<file path="config.mk">
export PLATFORM = sky130hd
export DESIGN_NAME = rle_byte_encoder_core
export DESIGN_NICKNAME = d
export VERILOG_FILES = /design/src/hdl/rbe_pkg.sv /design/src/hdl/rbe_ram.sv /design/src/hdl/rbe_pack.sv /design/src/hdl/rle_byte_encoder_core.sv
export SDC_FILE = /design/constraint.sdc
export NUM_CORES = 2
export LEC_CHECK = 0
export ABC_AREA = 1
export BUFFER_PORTS_ARGS = -buffer_cell sky130_fd_sc_hd__buf_2
export CAP_MARGIN = 10
export CORE_ASPECT_RATIO = 1.75
export CORE_MARGIN = 4
export CORE_UTILIZATION = 51
export DETAILED_ROUTE_END_ITERATION = 6
export PLACE_DENSITY = 0.69
export SYNTH_ARGS = -nofsm -noshare
export SYNTH_HDL_FRONTEND = slang
export SYNTH_HIERARCHICAL = 1
export SYNTH_SLANG_ARGS = --single-unit
export TNS_END_PERCENT = 5
</file>
<file path="constraint.sdc">
create_clock -name clk -period 18.5 [get_ports clk]
set_clock_uncertainty 0.15 [all_clocks]
set_input_delay 0.925 -clock clk [delete_from_list [all_inputs] [get_ports clk]]
set_output_delay 0.925 -clock clk [all_outputs]
set_load 0.005 [all_outputs]
</file>
<file path="src/hdl/rbe_pkg.sv">
// Shared constants, item types and header helper for the run-length byte encoder.
package rbe_pkg;

	localparam int MAX_LITERAL = 128;
	localparam int MAX_RUN     = 129;

	localparam int LIT_DEPTH = MAX_LITERAL + 1;
	localparam int CNT_W     = $clog2(LIT_DEPTH + 1);
	localparam int ADDR_W    = $clog2(LIT_DEPTH);
	localparam int RUN_W     = $clog2(MAX_RUN + 1);

	typedef struct packed {
		logic [7:0] data_byte;
		logic       end_of_stream;
	} in_t;

	typedef struct packed {
		logic [31:0] out_word;
		logic [2:0]  byte_count;
		logic        last;
	} out_t;

	// one coded byte on its way to the word packer
	typedef struct packed {
		logic       valid;
		logic [7:0] data;
		logic       last;
	} pbyte_t;

	function automatic logic [7:0] run_hdr(input logic [RUN_W-1:0] len);
		logic [7:0] k;
		k = 8'(len) - 8'd2;
		return 8'h80 | {1'b0, k[6:0]};
	endfunction

endpackage

</file>
<file path="src/hdl/rbe_ram.sv">
// Generic single-write, single-read RAM with registered read data.
module rbe_ram #(
	parameter int WIDTH = 8,
	parameter int DEPTH = 129
) (
	input  logic                     clk,
	input  logic                     wr_en,
	input  logic [$clog2(DEPTH)-1:0] wr_addr,
	input  logic [WIDTH-1:0]         wr_data,
	input  logic                     rd_en,
	input  logic [$clog2(DEPTH)-1:0] rd_addr,
	output logic [WIDTH-1:0]         rd_data
);

	logic [WIDTH-1:0] mem [DEPTH];

	always_ff @(posedge clk) begin
		if (wr_en) begin
			mem[wr_addr] <= wr_data;
		end
		if (rd_en) begin
			rd_data <= mem[rd_addr];
		end
	end

endmodule

</file>
<file path="src/hdl/rbe_pack.sv">
// Packs coded bytes four to a word (fewer on a last byte) into an output register.
module rbe_pack (
	input  logic           clk,
	input  logic           arst_n,
	input  rbe_pkg::pbyte_t byte_in,
	output logic           byte_ready,
	output logic           out_valid,
	input  logic           out_ready,
	output rbe_pkg::out_t  out_item
);

	logic [31:0] acc_q;
	logic [1:0]  acc_cnt_q;
	logic        out_valid_q;
	rbe_pkg::out_t out_item_q;

	logic        complete;
	logic        out_free;
	logic        take;
	logic [31:0] merged;

	assign complete   = (acc_cnt_q == 2'd3) || byte_in.last;
	assign out_free   = !out_valid_q || out_ready;
	assign byte_ready = !complete || out_free;
	assign take       = byte_in.valid && byte_ready;
	assign merged     = acc_q | ({24'b0, byte_in.data} << {acc_cnt_q, 3'b000});

	always_ff @(posedge clk or negedge arst_n) begin
		if (!arst_n) begin
			acc_q       <= '0;
			acc_cnt_q   <= '0;
			out_valid_q <= 1'b0;
		end else if (take && complete) begin
			acc_q       <= '0;
			acc_cnt_q   <= '0;
			out_valid_q <= 1'b1;
		end else begin
			if (take) begin
				acc_q     <= merged;
				acc_cnt_q <= acc_cnt_q + 2'd1;
			end
			if (out_ready) begin
				out_valid_q <= 1'b0;
			end
		end
	end

	always_ff @(posedge clk) begin
		if (take && complete) begin
			out_item_q.out_word   <= merged;
			out_item_q.byte_count <= {1'b0, acc_cnt_q} + 3'd1;
			out_item_q.last       <= byte_in.last;
		end
	end

	assign out_valid = out_valid_q;
	assign out_item  = out_item_q;

endmodule

</file>
<file path="src/hdl/rle_byte_encoder_core.sv">
// Run-length byte encoder: mode control, literal buffer RAM and coded byte sequencer.
// An item that emits nothing leaves the sequencer idle, so in_ready stays high for the next item.
// A run emits its 2 coded bytes, header then value; a literal flush emits header plus bytes at one
// byte a cycle (up to 131 bytes, 33 words), then the buffer writes ST_WR0 and ST_WR1 after a full block.
// Throughput is one byte per cycle through the sequencer; out_ready stalls it.
// Reset clears mode, counts and handshake state; the literal RAM is not cleared.
module rle_byte_encoder_core (
	input  logic          clk,
	input  logic          arst_n,
	input  logic          in_valid,
	output logic          in_ready,
	input  rbe_pkg::in_t  in_item,
	output logic          out_valid,
	input  logic          out_ready,
	output rbe_pkg::out_t out_item
);

	localparam int CNT_W  = rbe_pkg::CNT_W;
	localparam int ADDR_W = rbe_pkg::ADDR_W;
	localparam int RUN_W  = rbe_pkg::RUN_W;

	// sequencer states
	localparam logic [2:0] ST_IDLE     = 3'd0;
	localparam logic [2:0] ST_RUN_HDR  = 3'd1;
	localparam logic [2:0] ST_RUN_VAL  = 3'd2;
	localparam logic [2:0] ST_LIT_HDR  = 3'd3;
	localparam logic [2:0] ST_LIT_BYTE = 3'd4;
	localparam logic [2:0] ST_WR0      = 3'd5;
	localparam logic [2:0] ST_WR1      = 3'd6;

	// encoder state
	logic [2:0]       state_q;
	logic             run_mode_q;
	logic [CNT_W-1:0] lit_cnt_q;
	logic [RUN_W-1:0] run_len_q;
	logic [7:0]       run_val_q;
	logic [7:0]       last_q;     // copy of the pending (newest) literal
	logic [7:0]       hold_q;     // old pending literal, rewritten after a full block
	logic [7:0]       em_hdr_q;   // run header byte being emitted

	// literal sequencer
	logic [CNT_W-1:0]  lit_rem_q;  // literals not yet placed in a block
	logic [CNT_W-1:0]  blk_rem_q;  // bytes left in the current block
	logic [ADDR_W-1:0] pos_q;      // next RAM entry to send
	logic              wr_pend_q;  // buffer rewrite owed after the flush

	// input decode
	logic       in_fire;
	logic [7:0] b;
	logic       eos;
	logic       same_run;
	logic       same_lit;
	logic       lit_full;
	logic [RUN_W-1:0] run_inc;

	assign in_ready = (state_q == ST_IDLE);
	assign in_fire  = in_valid && in_ready;
	assign b        = in_item.data_byte;
	assign eos      = in_item.end_of_stream;
	assign same_run = (b == run_val_q);
	assign same_lit = (b == last_q);
	assign lit_full = (lit_cnt_q == CNT_W'(rbe_pkg::LIT_DEPTH));
	assign run_inc  = run_len_q + RUN_W'(1);

	// coded byte stream toward the packer
	rbe_pkg::pbyte_t emb;
	logic            emb_ready;
	logic            emb_take;
	logic [7:0]      rd_data;
	logic [CNT_W-1:0] blk_len;

	assign blk_len  = (lit_rem_q > CNT_W'(rbe_pkg::MAX_LITERAL)) ?
	                  CNT_W'(rbe_pkg::MAX_LITERAL) : lit_rem_q;
	assign emb_take = emb.valid && emb_ready;

	always_comb begin
		emb = '0;
		unique case (state_q)
			ST_RUN_HDR: begin
				emb.valid = 1'b1;
				emb.data  = em_hdr_q;
			end
			ST_RUN_VAL: begin
				emb.valid = 1'b1;
				emb.data  = run_val_q;
				emb.last  = 1'b1;
			end
			ST_LIT_HDR: begin
				emb.valid = 1'b1;
				emb.data  = 8'(blk_len - CNT_W'(1));
			end
			ST_LIT_BYTE: begin
				emb.valid = 1'b1;
				emb.data  = rd_data;
				emb.last  = (blk_rem_q == CNT_W'(1)) && (lit_rem_q == '0);
			end
			default: begin
				emb = '0;
			end
		endcase
	end

	// literal RAM ports
	logic              wr_en;
	logic [ADDR_W-1:0] wr_addr;
	logic [7:0]        wr_data;
	logic              rd_en;
	logic [ADDR_W-1:0] rd_addr;

	always_comb begin
		wr_en   = 1'b0;
		wr_addr = '0;
		wr_data = b;
		if (state_q == ST_WR0) begin
			wr_en   = 1'b1;
			wr_data = hold_q;
		end else if (state_q == ST_WR1) begin
			wr_en   = 1'b1;
			wr_addr = ADDR_W'(1);
			wr_data = last_q;
		end else if (in_fire && !eos) begin
			if (run_mode_q) begin
				// run broken: new byte becomes the first literal
				wr_en = !same_run;
			end else if (lit_cnt_q == '0) begin
				wr_en = 1'b1;
			end else if (!same_lit && !lit_full) begin
				wr_en   = 1'b1;
				wr_addr = lit_cnt_q[ADDR_W-1:0];
			end
		end
	end

	// prefetch: the header reads the block's first byte, each byte reads the next one
	always_comb begin
		rd_en   = 1'b0;
		rd_addr = pos_q;
		if (emb_take && state_q == ST_LIT_HDR) begin
			rd_en = 1'b1;
		end else if (emb_take && state_q == ST_LIT_BYTE && blk_rem_q != CNT_W'(1)) begin
			rd_en   = 1'b1;
			rd_addr = pos_q + ADDR_W'(1);
		end
	end

	// control registers
	always_ff @(posedge clk or negedge arst_n) begin
		if (!arst_n) begin
			state_q    <= ST_IDLE;
			run_mode_q <= 1'b0;
			lit_cnt_q  <= '0;
			run_len_q  <= '0;
			lit_rem_q  <= '0;
			blk_rem_q  <= '0;
			pos_q      <= '0;
			wr_pend_q  <= 1'b0;
		end else begin
			unique case (state_q)
				ST_IDLE: begin
					if (in_fire) begin
						if (eos) begin
							// flush whatever is pending
							if (run_mode_q) begin
								state_q <= ST_RUN_HDR;
							end else if (lit_cnt_q != '0) begin
								lit_rem_q <= lit_cnt_q;
								pos_q     <= '0;
								wr_pend_q <= 1'b0;
								state_q   <= ST_LIT_HDR;
							end
							run_mode_q <= 1'b0;
							run_len_q  <= '0;
							lit_cnt_q  <= '0;
						end else if (run_mode_q) begin
							if (same_run) begin
								if (run_inc == RUN_W'(rbe_pkg::MAX_RUN)) begin
									// longest run: send it and drop back to literals
									state_q    <= ST_RUN_HDR;
									run_mode_q <= 1'b0;
									run_len_q  <= '0;
									lit_cnt_q  <= '0;
								end else begin
									run_len_q <= run_inc;
								end
							end else begin
								state_q    <= ST_RUN_HDR;
								run_mode_q <= 1'b0;
								run_len_q  <= '0;
								lit_cnt_q  <= CNT_W'(1);
							end
						end else if (lit_cnt_q == '0) begin
							lit_cnt_q <= CNT_W'(1);
						end else if (same_lit) begin
							// repeat of the pending literal: earlier literals go out, run of 2
							if (lit_cnt_q != CNT_W'(1)) begin
								lit_rem_q <= lit_cnt_q - CNT_W'(1);
								pos_q     <= '0;
								wr_pend_q <= 1'b0;
								state_q   <= ST_LIT_HDR;
							end
							run_mode_q <= 1'b1;
							run_len_q  <= RUN_W'(2);
							lit_cnt_q  <= '0;
						end else if (!lit_full) begin
							lit_cnt_q <= lit_cnt_q + CNT_W'(1);
						end else begin
							// buffer full: one full block out, pending and new byte kept
							lit_rem_q <= CNT_W'(rbe_pkg::MAX_LITERAL);
							pos_q     <= '0;
							wr_pend_q <= 1'b1;
							state_q   <= ST_LIT_HDR;
							lit_cnt_q <= CNT_W'(2);
						end
					end
				end
				ST_RUN_HDR: begin
					if (emb_take) begin
						state_q <= ST_RUN_VAL;
					end
				end
				ST_RUN_VAL: begin
					if (emb_take) begin
						state_q <= ST_IDLE;
					end
				end
				ST_LIT_HDR: begin
					if (emb_take) begin
						blk_rem_q <= blk_len;
						lit_rem_q <= lit_rem_q - blk_len;
						state_q   <= ST_LIT_BYTE;
					end
				end
				ST_LIT_BYTE: begin
					if (emb_take) begin
						pos_q     <= pos_q + ADDR_W'(1);
						blk_rem_q <= blk_rem_q - CNT_W'(1);
						if (blk_rem_q == CNT_W'(1)) begin
							if (lit_rem_q != '0) begin
								state_q <= ST_LIT_HDR;
							end else if (wr_pend_q) begin
								state_q <= ST_WR0;
							end else begin
								state_q <= ST_IDLE;
							end
						end
					end
				end
				ST_WR0: begin
					state_q <= ST_WR1;
				end
				ST_WR1: begin
					wr_pend_q <= 1'b0;
					state_q   <= ST_IDLE;
				end
				default: begin
					state_q <= ST_IDLE;
				end
			endcase
		end
	end

	// byte registers, only meaningful once written
	always_ff @(posedge clk) begin
		if (in_fire && !eos) begin
			if (run_mode_q) begin
				if (!same_run) begin
					last_q <= b;
				end
			end else if (lit_cnt_q == '0) begin
				last_q <= b;
			end else if (same_lit) begin
				run_val_q <= b;
			end else begin
				if (lit_full) begin
					hold_q <= last_q;
				end
				last_q <= b;
			end
		end
		if (in_fire) begin
			// header for a run sent by this item
			if (!eos && run_mode_q && same_run) begin
				em_hdr_q <= rbe_pkg::run_hdr(run_inc);
			end else begin
				em_hdr_q <= rbe_pkg::run_hdr(run_len_q);
			end
		end
	end

	rbe_ram #(
		.WIDTH (8),
		.DEPTH (rbe_pkg::LIT_DEPTH)
	) u_lit_ram (
		.clk     (clk),
		.wr_en   (wr_en),
		.wr_addr (wr_addr),
		.wr_data (wr_data),
		.rd_en   (rd_en),
		.rd_addr (rd_addr),
		.rd_data (rd_data)
	);

	rbe_pack u_pack (
		.clk        (clk),
		.arst_n     (arst_n),
		.byte_in    (emb),
		.byte_ready (emb_ready),
		.out_valid  (out_valid),
		.out_ready  (out_ready),
		.out_item   (out_item)
	);

endmodule

</file>
==> results_dict.tcl <==
set metrics [dict create \
    clock_latency_ps 720 \
    arrival_ps 7250 \
    ys_seq_area_frac 0.6923 \
    portBuffers 50 \
    grt_antenna_before_repair 4 \
    syn_area_um2 50910 \
    htree_levels 3 \
    p_per_area_nw_per_um2 146.1 \
    setup_violations 0 \
    crit_family "simple AND/OR/NAND/NOR gates" \
    dp_hpwl_mm 82.69 \
    root_buffer "clkbuf_16" \
    fin_crit_ps 6936 \
    grt_usage 0.2583 \
    wl_mm 136.5 \
    leakagePower_nw 20.04 \
    r2r_cells 26 \
    overflow 0 \
    crit_type "flip-flop to flip-flop" \
    cp.required_ps 18820 \
    drt-initial-drc-count 3798 \
    startpoint "state_q[0]$_DFFE_PN0P_" \
    worstReg2RegEnd "u_lit_ram/rd_data[2]$_DFFE_PP_" \
    hold_buffers 1 \
    routedWlPerCell_um 22.86 \
    core-area_um2 99160 \
    ys_ff_latch 1187 \
    synth_edf_count 1107 \
    gp_congestion 0.9549 \
    cts_sinks 1187 \
    drc 0 \
    die-area_um2 105100 \
    post_cts_resized 0 \
    endpoint "u_lit_ram/rd_data[2]$_DFFE_PP_" \
    drive_above_1_share 0.06773 \
    fillCellCount 8229 \
    cts_made_buffers 101 \
    dieHeight_um 425.9 \
    nets 4591 \
    tns_ps 0 \
    timing.reg2reg.setup_slack_ps 11560 \
    fin_crit_sh 0.3749 \
    hold_viol 0 \
    cpPeakStageDelay_ps 710 \
    hold_class "flip-flop to flip-flop" \
    finalInstanceArea_um2 55230 \
    syn_nets 4658 \
    cpMostUsedCell "nand3_1" \
    ys_warn_count 6 \
    placementRows 153 \
    async_reset_ff_frac 0.06740 \
    ant_nets 0 \
    post_cts_buffers 0 \
    worst-path-buf-inv 7 \
    synth_cell_types 50 \
    cts_tree "yes" \
    fmax_mhz 144.2 \
    fin_hold_ws_ps 322.6 \
    rsz0062_at_grt "no" \
    worst_pin_slew_ps 1270 \
    place_area_um2 51770 \
    status "completed" \
    drv_cap 0 \
    path_depth 26 \
    via_per_inst 5.816 \
    die_w_um 246.8 \
    grt_pass1_vias 33841 \
    start_util 0.5134 \
    postSynthCellCount 4632 \
    ir_worst_vdd_mv 0.1985 \
    final_max_slew_viol_count 0 \
    dp_cells 5778 \
    clockBufferDepth 3 \
    num_vias 34738 \
    drtPass1Iterations 6 \
    dpl_worst_slack_ps 11860 \
    cp-end-kind "flip-flop" \
    grt_first_pass_wirelength_mm 205.2 \
    r2r-start "state_q[0]$_DFFE_PN0P_" \
    grt_max_degree 226 \
    crit_slowest_cell "buf_4" \
    cp_max_fo 225 \
    fin_cells 5973 \
    clk_pin_slew_ps 70 \
    synth_ff_type "edfxtp_1" \
    start_kind "flip-flop" \
    slew_headroom 0.1534 \
    syn_area_per_cell_um2 10.99 \
    synthToLayoutAreaGrowth_pct 8.499 \
    setup_ws_ps 11560 \
    pin_count 51 \
]
## logic make-up (layout without fill, tap and decap cells)
kind of cell    after synthesis  after routing  share of synthesized area
simple gates               2854           2854                     0.2420
flops                      1187           1187                     0.6923
buf+inv                     430            449                    0.04355
compound gates              124            124                    0.01485
xor+xnor                     23             23                   0.003957
fa+ha+maj                    13             13                   0.003195
other cells                   1              6                 0.00007366
## sequential cells by signal (all words and copies together), names as in the netlist, 7 cells and up
signal,cells
u_lit_ram/mem,1032
hold_q,8
lit_rem_q,8
lit_cnt_q,8
blk_rem_q,8
pos_q,8
run_len_q,8
u_pack/out_item,36
run_val_q,8
u_pack/acc_q,32
last_q,8
u_lit_ram/rd_data,8
em_hdr_q,7
## where the power goes
group / switching (mW) / leakage (nW) / total (mW) / internal (mW)
sequential: 0.0722 / 11.0 / 3.27 / 3.19
combinational: 1.94 / 7.35 / 2.60 / 0.657
clock: 0.963 / 1.66 / 2.21 / 1.24
total: 2.97 / 20.0 / 8.07 / 5.10
## Yosys cell counts, types with 2 or more instances
cell	number	area, µm²
inv_1	148	555.5
nand3_1	1092	5465
dfrtp_1	80	2002
nor3_2	2	20.02
a31oi_1	9	56.30
o21ai_0	52	260.3
nor3_1	16	80.08
a21oi_1	9	45.04
nor2_4	7	78.83
xor2_1	15	131.4
nand2_2	4	25.02
o21bai_1	18	135.1
ha_1	13	162.7
nand4_1	16	100.1
a221oi_1	4	35.03
nand3_2	4	40.04
nor2_1	223	837.1
nand2_1	1471	5522
nand2_4	2	22.52
edfxtp_1	1107	33240
buf_2	136	680.7
o221ai_1	2	17.52
clkbuf_1	35	131.4
o2111ai_1	3	26.28
o21ai_1	13	65.06
inv_2	16	60.06
buf_4	29	217.7
buf_6	41	461.7
nand3b_1	2	15.01
o31ai_1	3	22.52
buf_1	22	82.58
nor2_2	7	43.79
or2_2	2	12.51
xnor2_1	8	70.07
o21ai_2	6	52.55
## cells in the final DEF (no fill, tap or decap), types with 5 or more instances in the layout
cell and count:
diode_2 5, nor3_1 16, o21ai_1 13, buf_4 40, o21ai_2 7, o21bai_1 18, bufinv_16 15, o21ai_0 51
nand2_1 1468, nor2_2 7, inv_2 14, clkinv_1 17, xnor2_1 8, dfrtp_1 80, a21oi_1 9, nor2_4 7
buf_2 49, clkbuf_1 21, inv_1 146, nor2_1 223, clkinv_2 18, clkinvlp_4 7, nand3_1 1092, nand4_1 16
clkbuf_16 102, nand2_2 5, a31oi_4 8, xor2_1 14, edfxtp_1 1107, ha_1 13
## worst register-to-register path, delay by kind of cell, from the launching register on
| kind | cells | cell delay [ps] |
|---|---|---|
| flops | 1 | 470 |
| xor+xnor | 1 | 190 |
| simple gates | 18 | 2770 |
| buf+inv | 7 | 3120 |
## area by class of cell
type	instances	area [µm²]	share of cell area
diodes	5	12.51	0.0002265
clock buffers	126	2673	0.04839
clock inverters	63	764.5	0.01384
inverters	166	650.6	0.01178
multi-input cells	3015	13610	0.2463
flip-flops and latches	1187	35240	0.6381
well taps	1317	1648	0.02983
repair buffers	94	635.6	0.01151
## metrics by stage
stage	util	power (mW)
4_1_cts	0.5569	8.074
5_1_grt	0.5569	8.472
6_report	0.5570	8.071
2_1_floorplan	-	5.197
3_3_place_gp	0.5221	5.850
3_5_place_dp	0.5221	5.880
## per-layer routing
layer / track usage / vias to the layer above / part of all wire
li1: - / 15942 / -
met1: 0.2955 / 16742 / 0.35
met2: 0.4467 / 1634 / 0.51
met3: 0.04129 / 418 / 0.071
met4: 0.1695 / 2 / 0.074
met5: 0 / - / 0.00010
## worst min path at each step
stage / start / endpoint / slack (ps) / cells after the start
floorplan: pos_q[7]$_DFFE_PN0P_ / pos_q[7]$_DFFE_PN0P_ / 290 / 2
global placement: u_pack/acc_q[9]$_DFFE_PN0P_ / u_pack/acc_q[9]$_DFFE_PN0P_ / 310 / 2
detailed placement: u_pack/acc_q[27]$_DFFE_PN0P_ / u_pack/acc_q[27]$_DFFE_PN0P_ / 310 / 2
CTS: in_item[2] / run_val_q[1]$_DFFE_PP_ / 310 / 1
global route: u_pack/acc_q[28]$_DFFE_PN0P_ / u_pack/acc_q[28]$_DFFE_PN0P_ / 330 / 2
finish: u_pack/acc_q[26]$_DFFE_PN0P_ / u_pack/acc_q[26]$_DFFE_PN0P_ / 320 / 2
Note: power is estimated with default switching activity, not from simulation.
